### config.mk
export PLATFORM = sky130hd
export DESIGN_NAME = icss_alu
export DESIGN_NICKNAME = d
export VERILOG_FILES = /design/src/rtl/icss_pkg.sv /design/src/rtl/icss_alu.sv
export SDC_FILE = /design/constraint.sdc
export NUM_CORES = 1
export LEC_CHECK = 0
export ABC_AREA = 1
export BUFFER_PORTS_ARGS = -buffer_cell sky130_fd_sc_hd__buf_2
export CAP_MARGIN = 30
export CORE_MARGIN = 5
export CORE_UTILIZATION = 40
export DETAILED_ROUTE_END_ITERATION = 12
export PLACE_DENSITY = 0.66
export SYNTH_ARGS = -nofsm -noshare
export SYNTH_HDL_FRONTEND = slang
export SYNTH_SLANG_ARGS = --single-unit
### constraint.sdc
create_clock -name vclk -period 3.4
set_clock_uncertainty 0.05 [all_clocks]
set_input_delay 0 -clock vclk [all_inputs]
set_output_delay 0 -clock vclk [all_outputs]
set_load 0.05 [all_outputs]
### src/rtl/icss_pkg.sv
`default_nettype none
package icss_pkg;

  localparam int MAX_INTERVALS = 256;
  localparam int IDX_W = $clog2(MAX_INTERVALS);
  localparam int CNT_W = $clog2(MAX_INTERVALS + 1);
  localparam int COORD_W = 32;
  localparam int OFS_W = 16;
  localparam int ENTRY_W = 2 * COORD_W;

  localparam logic [COORD_W-1:0] ALL_ONES = {COORD_W{1'b1}};

  localparam logic [1:0] KIND_LOAD  = 2'd0;
  localparam logic [1:0] KIND_QUERY = 2'd1;
  localparam logic [1:0] KIND_CLEAR = 2'd2;

  localparam logic TAB_FWD = 1'b0;
  localparam logic TAB_REV = 1'b1;

  typedef enum logic [3:0] {
    ST_IDLE,
    ST_RET_RD,
    ST_RET_CHK,
    ST_ACT_RD,
    ST_ACT_CHK,
    ST_SCAN_INIT,
    ST_SCAN_RD,
    ST_SCAN_CHK,
    ST_FINISH
  } icss_state_t;

  typedef struct packed {
    logic               retire_hit;
    logic               act_hit;
    logic [COORD_W-1:0] min_nxt;
    logic [COORD_W-1:0] max_nxt;
  } icss_alu_res_t;

endpackage
`default_nettype wire

### src/rtl/icss_alu.sv
`default_nettype none
module icss_alu (
  input  wire logic [icss_pkg::ENTRY_W-1:0] entry,
  input  wire logic [icss_pkg::COORD_W-1:0] pos,
  input  wire logic [icss_pkg::OFS_W-1:0]   offset,
  input  wire logic [icss_pkg::COORD_W-1:0] cur_min,
  input  wire logic [icss_pkg::COORD_W-1:0] cur_max,
  output icss_pkg::icss_alu_res_t            res
);

  logic [icss_pkg::COORD_W-1:0] start_v;
  logic [icss_pkg::COORD_W-1:0] end_v;
  logic [icss_pkg::COORD_W-1:0] ofs_ext;
  logic [icss_pkg::COORD_W:0]   limit;
  logic [icss_pkg::COORD_W-1:0] thresh;

  assign start_v = entry[icss_pkg::COORD_W-1:0];
  assign end_v   = entry[icss_pkg::ENTRY_W-1:icss_pkg::COORD_W];
  assign ofs_ext = {{(icss_pkg::COORD_W-icss_pkg::OFS_W){1'b0}}, offset};

  always_comb begin
    limit  = {1'b0, end_v} + {1'b0, ofs_ext};
    thresh = (start_v > ofs_ext) ? (start_v - ofs_ext) : '0;
    res.retire_hit = ({1'b0, pos} >= limit);
    res.act_hit    = (pos >= thresh);
    res.min_nxt    = (start_v < cur_min) ? start_v : cur_min;
    res.max_nxt    = (end_v > cur_max) ? end_v : cur_max;
  end

endmodule
`default_nettype wire

==> flow_metrics.py, run 1 <==
metrics = {
    "pwr": {
        "leakage_nw": 5.140,
        "clkPwrFrac": 0,
        "seqPwrFrac": 0,
        "swShare": 0.6728,
        "p_sw_w": 0.001169,
        "peakVddDrop_v": 0.0001287,
        "p_comb_frac": 1.000,
        "p_int_w": 0.0005684,
        "p_per_area_mw_per_mm2": 205.5,
    },
    "drt": {
        "vias": 8493,
        "route.detailed.drc": 0,
        "antenna_left": 0,
        "firstDrtPassIters": 5,
        "finalWirelength_um": 22680,
        "drt_iter0_drc": 363,
        "viasPerCell": 5.046,
        "wl_per_cell_um": 13.47,
    },
    "global_routing": {
        "grt_first_pass_wirelength_um": 35620,
        "grt_pass1_vias": 7742,
        "grt_start_max_net_pins": 34,
        "gr-total-overflow": 0,
        "antenna_found_initial": 1,
        "grt_usage": 0.2091,
    },
    "sta": {
        "whs_ns": 0.3456,
        "fin_crit_sh": 0.9308,
        "max_slew.worst_pin.slew_ns": 0.5814,
        "finalSetupViolCount": 0,
        "rsz0062_at_grt": "false",
        "tns_ns": 0,
        "slew_viol_final": 0,
        "fmax_ghz": 0.3160,
        "worst_slew_margin_rel": 0.6111,
        "hold_violations": 0,
        "min_period_ns": 3.165,
    },
    "final_layout": {
        "seq_area_sq_um": 0,
        "nClkBuffers": 0,
        "mostFrequentLayoutCells": "336 x nand2_1, 241 x buf_2, 181 x inv_1",
        "final_util": 0.4921,
        "layout_commonest_cell": "nand2_1",
        "drive_gt1_frac": 0.2080,
        "nFlopsAndLatches": 0,
        "area_delta_synth_final_pct": 21.73,
        "final_cell_area_sq_mm": 0.008453,
        "layout.cells.non_filler": 1683,
        "fin_nets": 1796,
    },
    "worst_hold_path": {
        "min_path_type": "in -> out",
        "hold-path-cell-count": 4,
        "min_to": "res[29]",
        "hold_start": "cur_max[29]",
    },
    "place": {
        "dp_cells": 1679,
        "gp_congestion": 0.8978,
        "postPlaceCellArea_sq_mm": 0.008404,
        "port_buffers": 242,
        "dp_hpwl_um": 20330,
    },
    "synth": {
        "synth_area_per_cell_sq_um": 5.683,
        "synth_fp_nets": 1559,
        "synth.distinct_cells": 44,
        "ys_seq_area_frac": 0,
        "ys_warn_count": 0,
        "syn_inst": 1222,
        "synth_area_sq_mm": 0.006944,
    },
    "floorplan": {
        "die_h_um": 141.8,
        "rows": 48,
        "core_sq_mm": 0.01718,
        "boundaryPins": 242,
        "die_w_um": 141.8,
        "start_util": 0.4043,
        "dieArea_sq_mm": 0.02010,
    },
    "setup_path": {
        "critPathCaptureType": "output pin",
        "worstPathArrival_ns": 3.11,
        "path_class": "in -> out",
        "critical_path.max_stage_delay_ns": 0.40,
        "critPathSlowestCell": "fa_1",
        "startpoint_type": "input port",
        "critical_path_required_ns": 3.35,
        "crit_fanout": 20,
    },
    "clock_network": {
        "postCtsHoldBufs": 0,
    },
    "outcome": {
        "status": "complete, no violations",
    },
    "job": {
        "max_cap_violations": 0,
    },
}
[worst max-delay path, delay by kind of cell]
family,cells,cell delay (ns)
AO/OA/AOI/OAI,3,0.42
AND/OR/NAND/NOR,12,1.01
adder cells (fa/ha/maj),3,0.80
buffers and inverters,7,0.87
[worst max path at each step]
stage | cells past startpoint | startpoint | slack [ns] | to
after floorplan | 21 | offset[0] | 0.58 | res[65]
after global placement | 23 | entry[0] | 0.11 | res[64]
after detailed placement | 23 | entry[0] | 0.07 | res[64]
after CTS | 23 | entry[0] | 0.06 | res[64]
after global routing | 22 | entry[0] | 0.0002 | res[64]
final | 25 | entry[0] | 0.24 | res[64]
[metal layers]
layer  up-vias  part of all wire  GRT usage
li1       4547                 -          -
met1      3668              0.46     0.2789
met2       263              0.46     0.3809
met3        15             0.065    0.01416
met4         0             0.012    0.02172
met5         -                 0          0
[kinds of logic (layout without fill, tap and decap cells)]
kind of cell / count (synthesis) / count (layout) / share of synthesized area
adders and majority gates: 161 / 161 / 0.2923
xor gates and xnor gates: 29 / 29 / 0.03658
and+or+nand+nor: 646 / 646 / 0.4110
buffers and inverters: 204 / 439 / 0.1155
AOI/OAI and AO/OA: 182 / 182 / 0.1447
other: 0 / 1 / 0
[timing repair]
action                                  CTS  global route
setup buffers                             0             3
endpoints found under the setup margin    0             2
gates resized for setup                   0            10
[power groups by stage]
stage / registers (W) / logic [W] / clock network, W
final: 0 / 0.00174 / 0.0000000000393
after global routing: 0 / 0.00194 / 0.0000000000393
after CTS: 0 / 0.00173 / 0
after detailed placement: 0 / 0.00173 / 0
after global placement: 0 / 0.00171 / 0
after floorplan: 0 / 0.00125 / 0
[layout make-up]
cell class                 count  area, sq um
multi-input combinational   1018         6161
fill                        1880         8723
antenna                        1        2.502
timing repair buffer         256         1319
inverter                     183        689.4
tap                          225        281.5
[through the flow]
step,power [W],worst slack (ns)
6_report,0.001737,0.2354
5_1_grt,0.001935,0.0001630
4_1_cts,0.001732,0.05753
3_5_place_dp,0.001726,0.06810
3_3_place_gp,0.001705,0.1067
2_1_floorplan,0.001245,0.5767
[synth_stat cells, types with 2 or more instances]
cell type / instances / area (sq um)
buf_2: 8 / 40.04
inv_2: 2 / 7.510
nand3_2: 8 / 80.08
xor2_1: 16 / 140.1
o21bai_1: 5 / 37.54
fa_1: 2 / 40.04
a21oi_1: 102 / 510.5
nand4_1: 21 / 131.4
a21oi_2: 4 / 35.03
inv_1: 181 / 679.4
a211oi_1: 2 / 15.01
nand3_1: 136 / 680.7
xnor2_1: 13 / 113.9
nor2_1: 84 / 315.3
buf_4: 2 / 15.01
ha_1: 159 / 1989
nor4_1: 6 / 37.54
nor3_1: 21 / 105.1
a21o_1: 11 / 82.58
o21ai_0: 42 / 210.2
o21ai_1: 3 / 15.01
nand2_2: 11 / 68.82
or2_2: 10 / 62.56
clkbuf_1: 9 / 33.78
nand2_1: 338 / 1269
o211ai_1: 2 / 15.01
o21a_1: 6 / 45.04
and3_1: 2 / 12.51
Power figures use the tool's default switching activity.
==> run 2, diff against run 1 <==
CORE_UTILIZATION = 54   (was 40)
PLACE_DENSITY = 0.85   (was 0.66)
==> run 2 against run 1 <==
Compared with the run above: combinational power hardly changed; setup slack worse by 0.010 ns; critical path depth shrank 1; utilization rose by 17 points; critical path type unchanged; critical endpoint unchanged; largest cell class unchanged.
==> flow_metrics.py, run 2 (synthesis results as in run 1) <==
metrics = {
    "final_layout": {
        "final_cell_area_sq_mm": 0.008371,
        "nClkBuffers": 0,
        "fin_nets": 1794,
        "drive_gt1_frac": 0.2041,
        "nFlopsAndLatches": 0,
        "layout_commonest_cell": "nand2_1",
        "mostFrequentLayoutCells": "338 x nand2_1, 240 x buf_2, 181 x inv_1",
        "diodes": 0,
        "area_delta_synth_final_pct": 20.54,
        "layout.cells.non_filler": 1627,
        "seq_area_sq_um": 0,
        "final_util": 0.6633,
    },
    "setup_path": {
        "cp_cell_sequence": "buf_2, inv_1, ha_1, inv_1, fa_1, nand3_1, nand2_2, nand3_1, nand2_2, nand3_2, nand2_1, o21ai_4, buf_4, or2_2, ha_1, a21oi_1, nor3_1, a211oi_1, nand2_1, nand2_1, nand2_1, nand2_1, nand3_1, buf_4",
        "critical_path.max_stage_delay_ns": 0.40,
        "crit_fanout": 4,
        "path_class": "in -> out",
        "critPathSlowestCell": "fa_1",
        "startpoint_type": "input port",
        "path_delay_family": "simple AND/OR/NAND/NOR gates",
        "crit_top_cell": "nand2_1",
        "worstPathBufferInverterCount": 5,
        "critical_path_required_ns": 3.35,
        "critPathCaptureType": "output pin",
        "critical_path_depth": 24,
        "worstPathArrival_ns": 3.12,
    },
    "floorplan": {
        "core_sq_mm": 0.01262,
        "start_util": 0.5503,
        "die_w_um": 123.4,
        "dieArea_sq_mm": 0.01523,
        "rows": 41,
        "boundaryPins": 242,
        "die_h_um": 123.4,
    },
    "drt": {
        "viasPerCell": 5.365,
        "top_layer": "met4",
        "firstDrtPassIters": 5,
        "vias": 8729,
        "finalWirelength_um": 22240,
        "wl_per_cell_um": 13.67,
        "drt_iter0_drc": 379,
        "wl_met1_um": 9724,
        "wl_met3_um": 1668,
        "antenna_left": 0,
        "route.detailed.drc": 0,
        "wl_met2_um": 10330,
    },
    "place": {
        "postPlaceCellArea_sq_mm": 0.008338,
        "gp_congestion": 0.9632,
        "port_buffers": 242,
        "dp_hpwl_um": 19790,
        "dp_cells": 1626,
    },
    "global_routing": {
        "gr-total-overflow": 0,
        "grt_pass1_vias": 7930,
        "grt_usage": 0.2763,
        "grt_start_max_net_pins": 34,
        "grt_first_pass_wirelength_um": 35140,
        "antenna_found_initial": 0,
    },
    "pwr": {
        "p_per_area_mw_per_mm2": 208.1,
        "p_comb_frac": 1.000,
        "peakVddDrop_v": 0.0001562,
        "seqPwrFrac": 0,
        "p_int_w": 0.0005686,
        "leakage_nw": 5.135,
        "swShare": 0.6736,
        "clkPwrFrac": 0,
        "p_sw_w": 0.001174,
    },
    "sta": {
        "min_period_ns": 3.175,
        "slew_viol_final": 0,
        "max_slew.worst_pin.slew_ns": 0.5882,
        "finalSetupViolCount": 0,
        "fmax_ghz": 0.3150,
        "worst_slew_margin_rel": 0.6065,
        "fin_crit_sh": 0.9338,
        "hold_violations": 0,
    },
    "worst_hold_path": {
        "hold-path-cell-count": 4,
        "min_path_type": "in -> out",
    },
    "job": {
        "max_cap_violations": 0,
    },
    "outcome": {
        "status": "complete, no violations",
    },
}
==> run 2: changes by cell type in the layout (fill, tap and decap cells not counted), sizes merged <==
| cell | delta |
|---|---|
| buf | -2 |
| diode | -1 |
==> run 2: power by group through the flow <==
stage	combinational (W)	clock [W]	sequential, W
2_1_floorplan	0.00125	0	0
3_3_place_gp	0.00169	0	0
3_5_place_dp	0.00173	0	0
4_1_cts	0.00173	0	0
5_1_grt	0.00194	0	0
6_report	0.00174	0	0
==> run 2: metrics by stage <==
step                      hold slack (ns)  setup slack (ns)  setup TNS (ns)  total power (W)
final                              0.3420            0.2250               0         0.001742
after global routing               0.3582          -0.02232        -0.02232         0.001940
after CTS                          0.3458            0.1274               0         0.001732
after floorplan                    0.2694            0.5767               0         0.001245
after global placement             0.3447            0.2881               0         0.001692
after detailed placement           0.3453            0.1324               0         0.001726
==> run 2: layout make-up <==
cell class                 count  area [sq um]
multi-input combinational   1018          6153
fill                        1243          4249
timing repair buffer         254          1310
inverter                     183         691.9
tap                          172         215.2
==> run 2: repair_timing <==
action | in CTS | in global routing
buffers inserted | 0 | 1
gates resized for setup | 0 | 11
setup endpoints to repair | 0 | 2
hold buffers | 0 | 0
==> run 2: per-layer routing <==
| layer | vias to the layer above | global-route usage |
|---|---|---|
| met3 | 35 | 0.01647 |
| met5 | - | 0 |
| met2 | 350 | 0.5104 |
| met4 | 0 | 0.05952 |
| li1 | 4538 | - |
| met1 | 3806 | 0.3513 |
==> run 2: path summary, 6_finish.rpt <==
| path | to | start | slack, ns |
|---|---|---|---|
| hold / removal | res[27] | cur_max[27] | 0.34 |
| setup / recovery | res[64] | entry[0] | 0.23 |
